## config.mk

```make
export PLATFORM = sky130hd
export DESIGN_NAME = sapq_cell
export DESIGN_NICKNAME = d
export VERILOG_FILES = /design/src/sv/sapq_pkg.sv /design/src/sv/sapq_cell.sv
export SDC_FILE = /design/constraint.sdc
export NUM_CORES = 1
export LEC_CHECK = 0
export ABC_AREA = 1
export BUFFER_PORTS_ARGS = -buffer_cell sky130_fd_sc_hd__buf_4
export CAP_MARGIN = 25
export CORE_MARGIN = 5
export CORE_UTILIZATION = 42
export CTS_CLUSTER_SIZE = 28
export DETAILED_ROUTE_END_ITERATION = 12
export PLACE_DENSITY = 0.87
export SLEW_MARGIN = 20
export SYNTH_ARGS = -nofsm -noshare
export SYNTH_HDL_FRONTEND = slang
export SYNTH_SLANG_ARGS = --single-unit
export TNS_END_PERCENT = 100
```

## constraint.sdc

```tcl
create_clock -name clk -period 3.9 [get_ports clk]
set_input_delay 0.78 -clock clk [delete_from_list [all_inputs] [get_ports clk]]
set_output_delay 0.78 -clock clk [all_outputs]
set_load 0.05 [all_outputs]
```

## src/sv/sapq_pkg.sv

```systemverilog
// Shared types and codes for the sorted-array priority queue.
// No dependencies; compiled first.
package sapq_pkg;

  localparam int ValueWidth = 32;
  localparam int PrioWidth  = 16;
  localparam int CapWidth   = 7;
  localparam int OccWidth   = 7;

  localparam logic KIND_INSERT = 1'b0;
  localparam logic KIND_REMOVE = 1'b1;

  typedef enum logic [1:0] {
    ST_DONE  = 2'd0,
    ST_FULL  = 2'd1,
    ST_EMPTY = 2'd2
  } status_t;

  typedef struct packed {
    logic [ValueWidth-1:0] value;
    logic [PrioWidth-1:0]  prio;
  } entry_t;

  typedef struct packed {
    logic   insert;
    logic   remove;
    entry_t item;
  } cell_cmd_t;

endpackage

```

## src/sv/sapq_cell.sv

```systemverilog
// One slot of the sorted chain: holds an entry, compares it to a new item,
// and takes the item or a neighbor's entry. Depends on sapq_pkg.
module sapq_cell
  import sapq_pkg::*;
(
  input  logic      clk,
  input  cell_cmd_t cmd,
  input  logic      occupied,
  input  entry_t    left_entry,
  input  logic      left_ge,
  input  entry_t    right_entry,
  output entry_t    entry,
  output logic      ge
);

  entry_t entry_next;

  assign ge = occupied && ($signed(entry.prio) >= $signed(cmd.item.prio));

  always_comb begin
    entry_next = entry;
    if (cmd.insert) begin
      if (!ge) begin
        entry_next = left_ge ? cmd.item : left_entry;
      end
    end else if (cmd.remove) begin
      entry_next = right_entry;
    end
  end

  always_ff @(posedge clk) begin
    entry <= entry_next;
  end

endmodule

```

==> run metrics, run 1 <==
outcome=finished, final reports clean; CORE AREA=around 6700 um^2; Mapped Cells=approximately 340; H-tree levels=2; setup TNS=0 ns; flip-flop count of the largest register after layout=48; RD Place Congestion=~0.80; critical path arrival=~2.2 ns; clock root cell=clkbuf_8; worst-margin pin slew=0.855 ns; ant diodes=0; crit share post-route=roughly three quarters; total length of routed wires=9290 um; PortBufs=roughly 200; Mapped Nets=between 500 and 600; via count=3076; worst reg2reg path depth=11; CTS Hold Bufs=0; initial antenna violation count=0; drt initial violations=110; global-route wire length before repair=14100 um; largest net degree at the start of global routing=51; Top cell by count, worst path=nand2_1; Min-Delay Path Class=input pin to flip-flop; placed insts=approximately 600; sequential share of the synthesized area=between 50% and 60%; Num CTS Buffers=5; Clock Latency Late Sink=0.30 ns; Core Rows=30; routed length per instance=approximately 15 um; Die ar.=~8600 um^2; antenna-violating nets left=0; fillers=~550; Max Clock Freq=~340 MHz; Worst Skew=0.00651 ns; Slew Limit Fails=0; Reg area=between 1000 and 1500 um^2; leak pwr=around 2.2 nW; Longest Clk Path Bufs=2; Reg with most FFs=entry; crit-path max cell delay=between 0.3 and 0.4 ns; Finished Layout Cells=about 610; R2R Setup Slk=around 1.4 ns; Post-Syn Area=around 2900 um^2; gr ovfl total=0; Yosys warning total=0; nets@finish=between 600 and 700; Setup-failing EPs final=0; First-pass DRT Iterations=5; # Post-CTS Setup Buffers=0; max_slew headroom=42.9%; die height=between 90 and 100 um; starting density of the core=between 40% and 50%; worst path required time=roughly 3.1 ns; Reg clk slew, reported paths=0.09 ns; hold path depth=3; RSZ-0062 raised after global routing=no; crit path cell chain=buf_4 -> inv_1 -> ha_1 -> a21oi_1 -> o21ai_1 -> a21oi_1 -> nand2_1 -> nand2_1 -> nand3_1 -> nand2_1 -> inv_1 -> buf_4; unique cell type count in the Yosys netlist=18; register bit count reported by yosys=48; syn avg cell area=between 8 and 9 um^2; total track usage=between 20% and 30%; vias per inst=5.03; Horiz. Die Dim=roughly 93 um; final worst setup slack=between 0.9 and 1 ns; slowest CP cell=ha_1; clk sink count=48; Pwr Density=between 300 and 400 nW/um^2; layout cells sized above 1=around 40%; VDD IR max=roughly 160 uV; Crit Path Category=input pin to output pin; CTS tree=yes; # DRC=0; vias in the first global route=3038; crit path capture type=output pin; Max Cap Viol=0; Largest regs=entry x48; area of the multi-input gates=roughly 1200 um^2; final hold viol count=0; Worst setup SP type=input pin; # resized after CTS=0; I/O pin cnt=slightly below 200; detailed placement HPWL=around 7000 um; crit-path max FO=4; Tmin final=between 2 and 3 ns; Layout Area Growth over Synthesis=55.7%; dpl ws=just under 0.9 ns
[cells in the mapped netlist, drive strengths merged]
library cell / n / area [um^2]
a21oi: 6 / 30.0
nand3: 4 / 20.0
ha: 16 / 200
o21ai: 97 / 485
inv: 24 / 90.1
clkbuf: 8 / 30.0
nor2: 54 / 208
clkinv: 1 / 3.75
edfxtp: 48 / 1440
nand2: 73 / 279
a21o: 1 / 7.51
buf: 12 / 83.8
[cells in the final DEF, fill, tap and decap left out]
cell,n
a21oi_1,6
o21ai_0,48
nand3_1,4
clkbuf_8,5
nor2_2,2
nand2_1,70
buf_4,198
ha_1,16
inv_1,20
bufinv_16,1
inv_2,4
o21ai_1,49
clkinv_2,1
nand2_2,3
a21o_1,1
edfxtp_1,48
clkinv_1,1
nor2_1,52
clkbuf_1,1
buf_12,1
[cell families after synthesis]
| logic type | synth area share (%) |
|---|---|
| adder cells (fa/ha/maj) | 6.95 |
| flip-flops | 50.1 |
| buffers and inverters | 7.21 |
| AO/OA/AOI/OAI | 18.2 |
| AND/OR/NAND/NOR | 17.6 |
[metal layers]
metal / vias up / wire length [um] / GRT usage (%)
li1: 1532 / - / -
met1: 1388 / 3440 / 22.8
met2: 142 / 4840 / 37.6
met3: 14 / 853 / 6.26
met4: 0 / 157 / 6.23
met5: - / 0 / 0
[path summary, 6_finish.rpt]
check,endpoint,startpoint
worst min-delay path,entry[4],right_entry[4]
worst min register to register,entry[0],entry[15]
worst max-delay path,ge,cmd[15]
worst max register to register,entry[5],entry[15]
[where the power goes]
part           internal, mW  leakage, nW  total, mW  switching [mW]
clock                 0.191       0.0552      0.356           0.166
sequential            0.645        0.477      0.667          0.0218
combinational         0.229         1.63      0.613           0.384
total                  1.07         2.16       1.64           0.571
[per-stage QoR]
step	power (mW)	area, um^2	utilization, %	hold WS, ns
floorplan	1.04	2880	-	0.978
global placement	1.28	4370	65.1	1.07
detailed placement	1.30	4370	65.1	1.07
CTS	1.65	4480	66.7	0.754
global route	1.72	4480	66.7	0.751
finish	1.64	4480	66.7	0.762
[worst max-delay path: cells and delay by family]
kind            cells  cell delay, ns
fa+ha+maj           1            0.32
simple gates        4            0.30
buf+inv             4            0.34
compound gates      3            0.42
[layout make-up]
class	count	area share [%]
multi-input cells	251	27.5
clock buffers	6	1.62
repair buffers	199	33.6
clock inverters	2	0.782
flip-flops and latches	48	32.2
inverters	25	2.09
well taps	80	2.23
(Power assumes the default switching activity.)
==> run 2: changes to the inputs <==
ABC_AREA = 0   (was 1)
clock period = 2.9 ns   (was 3.9 ns; I/O delays follow)
==> run 2 against run 1 <==
Net effect: synthesized cell count is 22% lower; utilization is 1.9 points higher; sequential power is 33% higher; die area is 0.54% higher; largest power group unchanged; highest routed layer unchanged; cell count is 11% lower; clock-buffer cell count is 1 lower; critical path depth is 5 lower; global-route usage is 1.0 points lower; via count is 11% lower; routed wire length is 6.4% lower; sequential share of layout area is 1.0 points lower.
==> run metrics, run 2 <==
commonest cells in the netlist=a21oi_1 (51), nor2_1 (50), edfxtp_1 (48), mux2i_1 (48), inv_1 (17); Num CTS Buffers=5; final worst setup slack=0.118 ns; Horiz. Die Dim=roughly 93 um; Setup-failing EPs final=0; design area=approximately 4600 um^2; crit path capture type=output pin; routed length per instance=15.9 um; total length of routed wires=approximately 8700 um; combinational power share=between 30 and 40%; dpl ws=0.0388 ns; clk sink count=48; Slew Limit Fails=0; sequential share of the synthesized area=between 40% and 50%; Longest Clk Path Bufs=2; max_slew headroom=between 50% and 60%; gr ovfl total=0; Yosys warning total=0; Crit Path Category=flip-flop to output pin; worst path required time=approximately 2.3 ns; CORE AREA=6760 um^2; slowest CP cell=or4_1; ant diodes=0; Layout Area Growth over Synthesis=59.9%; vias in the first global route=around 2900; Core Util, Final=68.6%; Core Rows=30; Reg with most FFs=entry; Min-Delay Path Class=input pin to flip-flop; crit share post-route=roughly 96%; antenna-violating nets left=0; Mapped Cells=270; Clock power frac=21.9%; via count=around 2700; clock root cell=clkbuf_8; CTS tree=yes; Finished Layout Cells=approximately 550; setup TNS=0 ns; Largest regs=entry x48; crit path cell chain=ha_1 -> nand4_1 -> or4_1 -> nand4b_1 -> nand4_1 -> nand2_1 -> buf_6; Int Pwr=1.45 mW; most frequent cells in the layout=buf_4 (201), a21oi_1 (51), nor2_1 (50); Reg clk slew, reported paths=around 0.090 ns; register bit count reported by yosys=48; # DRC=0; Post-Syn Area=between 2000 and 3000 um^2; Hold Slack=~0.60 ns; Pwr Density=between 400 and 500 nW/um^2; critical path arrival=around 2.2 ns; Yosys top cell area share=about half; Worst Skew=a little over 0.009 ns; largest net degree at the start of global routing=between 70 and 80; Max Clock Freq=around 360 MHz; DR top layer=met4; leak pwr=2.22 nW; flip-flop count of the largest register after layout=48; Clock Latency Late Sink=0.29 ns; VDD IR max=around 250 uV; async set-or-reset flop fraction in the synthesized netlist=0%; top cells by area, synth=edfxtp_1 (50%), mux2i_1 (17%), a21oi_1 (8.8%); PortBufs=just under 200; commonest non-fill, non-tap cell in the layout=buf_4; dominant cell type by area after synthesis=edfxtp_1; crit-path max cell delay=between 0.5 and 0.6 ns; Top cell by count, worst path=nand4_1; RD Place Congestion=between 0.8 and 0.9; CP Buf/Inv Count=1; number of flops mapped to enable cells by yosys=48; Mapped Nets=435; die height=a little over 90 um; starting density of the core=a little over two fifths; wire length on met3=approximately 730 um; Tmin final=2.78 ns; crit-path max FO=3; Metal-1 WL=roughly 3000 um; met2 wire len=approximately 4800 um; Sw Share=roughly a third; total power=around 2.2 mW; detailed placement HPWL=7070 um; Die ar.=between 8000 and 9000 um^2; placed insts=between 500 and 600; vias per inst=~5.0; Max Cap Viol=0; drt initial violations=94; I/O pin cnt=just under 200; syn avg cell area=roughly 11 um^2; final hold viol count=0; RSZ-0062 raised after global routing=no; hold path startpoint=right_entry[5]; H-tree levels=2; Reg-to-Reg Start=entry[7]; unique cell type count in the Yosys netlist=25; initial antenna violation count=0; DP Area=between 4000 and 5000 um^2; nets@finish=between 600 and 700; sequential power share=between 40 and 50%; commonest register cell after synthesis=edfxtp_1; global-route wire length before repair=13300 um; outcome=finished, final reports clean; CP Launch Point=entry[7]; layout cells sized above 1=about 47%; First-pass DRT Iterations=4; worst-margin pin slew=around 0.67 ns; Crit path max-delay family=simple AND/OR/NAND/NOR gates; Worst setup SP type=flip-flop; Sw Pwr=~0.73 mW; total track usage=19.5%; top-count cell post-synth=a21oi_1
[run 2: cell count changes after synthesis, sizes merged, moves of 4 or more]
cell	delta
a21oi	+45
buf	-7
clkbuf	+4
inv	-7
mux2i	+48
nand2	-69
nand3	-4
nand4	+5
nor2	-4
o21ai	-95
[run 2: power by group through the flow]
stage	Sequential, mW	Clock, mW	Combinational, mW
floorplan	1.15	0	0.212
global placement	0.898	0	0.775
detailed placement	0.902	0	0.793
CTS	0.887	0.484	0.797
global route	0.895	0.519	0.868
finish	0.888	0.475	0.812
[run 2: what timing repair did]
action / 4_1_cts / 5_1_grt
gates resized for setup: 1 / 5
setup buffers: 0 / 3
endpoints found under the setup margin: 1 / 1
hold buffers: 0 / 0
pin swaps: 0 / 3
[run 2: worst min-delay path, delay by kind of cell]
kind | cells | cell delay, ns
AOI/OAI and AO/OA | 1 | 0.10
buffers and inverters | 1 | 0.08
and+or+nand+nor | 1 | 0.03
[run 2: final cells by class]
cell class                      count  area, um^2
Timing Repair Buffer              204        1560
Fill cell                         509        2120
Clock inverter                      3        37.5
Clock buffer                        5        68.8
Sequential cell                    48        1440
Multi-Input combinational cell    188        1360
Tap cell                           80         100
Inverter                           17        63.8
[run 2: cell families after synthesis]
kind of cell             count (synthesis)  synth area share [%]
multiplexers                            48                  16.6
buffers and inverters                   34                  5.31
AND/OR/NAND/NOR                         64                  9.55
adder cells (fa/ha/maj)                 16                  6.91
AO/OA/AOI/OAI                           60                  11.9
flip-flops                              48                  49.8
[run 2: layer usage]
layer	track usage [%]	vias to the layer above
met5	0	-
met4	6.23	0
met3	5.71	17
met2	36.4	117
met1	21.1	1246
li1	-	1365
[run 2: worst paths after layout]
check	to	slack, ns	depth (start not counted)
max	ge	0.12	7
min	entry[5]	0.60	3
min reg2reg	entry[7]	1.25	5
max reg2reg	entry[47]	0.48	7
==> run 3: changes to the inputs <==
CELL_PAD_IN_SITES_DETAIL_PLACEMENT = 0   (was not set)
CELL_PAD_IN_SITES_GLOBAL_PLACEMENT = 1   (was not set)
CORE_UTILIZATION = 30   (was 42)
==> run 3 against run 2 <==
Net effect: non-clock buffer count is 1 higher; first-iteration DRC count is 43% lower; via count down 2.7%; clock-buffer cell count unchanged; clock skew decreased by 0.0031 ns; critical endpoint unchanged; die area up 35%.
==> run metrics, run 3 (synthesized netlist as in run 2, its figures left out) <==
outcome=finished, final reports clean; Core Rows=35; crit path capture type=output pin; dpl ws=0.0266 ns; reg2reg end=entry[21]; hold path startpoint=right_entry[11]; fillers=a little under 900; crit share post-route=a little over nine tenths; Horiz. Die Dim=108 um; area of the multi-input gates=between 1000 and 1500 um^2; global-route wire length before repair=13100 um; # DRC=0; Largest regs=entry x48; CP Launch Point=entry[14]; die height=108 um; Pwr Density=461 nW/um^2; CORE AREA=9330 um^2; ant diodes=0; DP Area=between 4000 and 5000 um^2; WP depth=7; vias per inst=roughly 4.5; CTS tree=yes; most frequent cells in the layout=buf_4 (203), a21oi_1 (51), nor2_1 (50); final hold viol count=0; Worst Skew=around 0.0059 ns; worst path required time=roughly 2.3 ns; via count=between 2000 and 3000; placed insts=~600; crit-path max FO=5; critical path arrival=about 2.2 ns; Num CTS Buffers=5; R2R Setup Slk=around 0.49 ns; VDD IR max=around 170 uV; design area=4690 um^2; Reg with most FFs=entry; flip-flop count of the largest register after layout=48; total length of routed wires=8650 um; Die ar.=~12000 um^2; starting density of the core=31.1%; worst-margin pin slew=between 0.8 and 0.9 ns; slowest CP cell=or4_4; RSZ-0062 raised after global routing=yes; Min-Delay Path Class=input pin to flip-flop; Setup-failing EPs final=0; final worst setup slack=0.128 ns; detailed placement HPWL=slightly above 7000 um; RD Place Congestion=~0.80; vias in the first global route=between 2000 and 3000; Slew Limit Fails=0; First-pass DRT Iterations=5; Layout Area Growth over Synthesis=62.0%; Longest Clk Path Bufs=2; setup TNS=0 ns; Reg-to-Reg Start=entry[14]; Crit Path Category=flip-flop to output pin; leak pwr=about 2.2 nW; nets@finish=630; commonest non-fill, non-tap cell in the layout=buf_4; Core Util, Final=just over 50%; drt initial violations=54; routed length per instance=between 10 and 15 um; Reg clk slew, reported paths=0.09 ns; Crit path max-delay family=simple AND/OR/NAND/NOR gates; total track usage=14.2%; Max Clock Freq=361 MHz; Reg area=around 1400 um^2; Worst setup SP type=flip-flop; I/O pin cnt=around 200; CP Buf/Inv Count=1; gr ovfl total=0; layout cells sized above 1=47.4%; crit-path max cell delay=roughly 0.50 ns; max_slew headroom=46.1%; PortBufs=~200; Worst Setup EP=ge; Finished Layout Cells=595; worst reg2reg path depth=7; crit path cell chain=ha_4 -> nand4_4 -> or4_4 -> nand4b_1 -> nand4_1 -> nand2_1 -> buf_6; largest net degree at the start of global routing=54; antenna-violating nets left=0; initial antenna violation count=0; Tmin final=approximately 2.8 ns; Clock Latency Late Sink=a little under 0.3 ns; Max Cap Viol=0; clk sink count=48; H-tree levels=2; clock root cell=clkbuf_8
==> run 3: timing repair <==
action / 4_1_cts / 5_1_grt
setup endpoints to repair: 1 / 1
pin swaps: 0 / 5
gates resized for setup: 2 / 5
hold buffers: 0 / 0
setup buffers: 0 / 4
==> run 3: metrics by stage <==
stage / power [mW] / hold slack (ns)
finish: 2.16 / 0.604
global route: 2.28 / 0.577
CTS: 2.18 / 0.587
detailed placement: 1.70 / 0.905
global placement: 1.68 / 0.897
floorplan: 1.36 / 0.806
==> run 3: how the worst min path moves through the flow <==
stage / slack (ns) / to / depth (start not counted)
floorplan: 0.81 / entry[0] / 2
global placement: 0.90 / entry[41] / 3
detailed placement: 0.91 / entry[11] / 3
CTS: 0.59 / entry[11] / 3
global route: 0.58 / entry[11] / 3
finish: 0.60 / entry[11] / 3
==> run 3: worst min-delay path: cells and delay by family <==
family / cells / cell delay (ns)
AOI/OAI and AO/OA: 1 / 0.10
buffers and inverters: 1 / 0.07
and+or+nand+nor: 1 / 0.03
==> run 3: layout make-up <==
cell class	instances	share of cell area [%]
Tap cell	129	3.44
Clock inverter	3	0.800
Clock buffer	5	1.47
Inverter	17	1.36
Timing Repair Buffer	205	33.1
Multi-Input combinational cell	188	29.1
Sequential cell	48	30.7
==> run 3: metal layers <==
metal / routed length, um / part of all wire (%) / track usage, % / up-vias
li1: - / - / - / 1368
met1: 3180 / 37 / 16.2 / 1193
met2: 4640 / 54 / 25.8 / 106
met3: 765 / 8.8 / 4.60 / 4
met4: 57 / 0.66 / 3.16 / 0
met5: 0 / 0 / 0 / -
==> run 3: where the power goes <==
part	switching, mW	total, mW	internal, mW	leakage [nW]
registers	0.0291	0.889	0.860	0.463
clock network	0.214	0.465	0.251	0.0532
logic	0.473	0.807	0.334	1.70
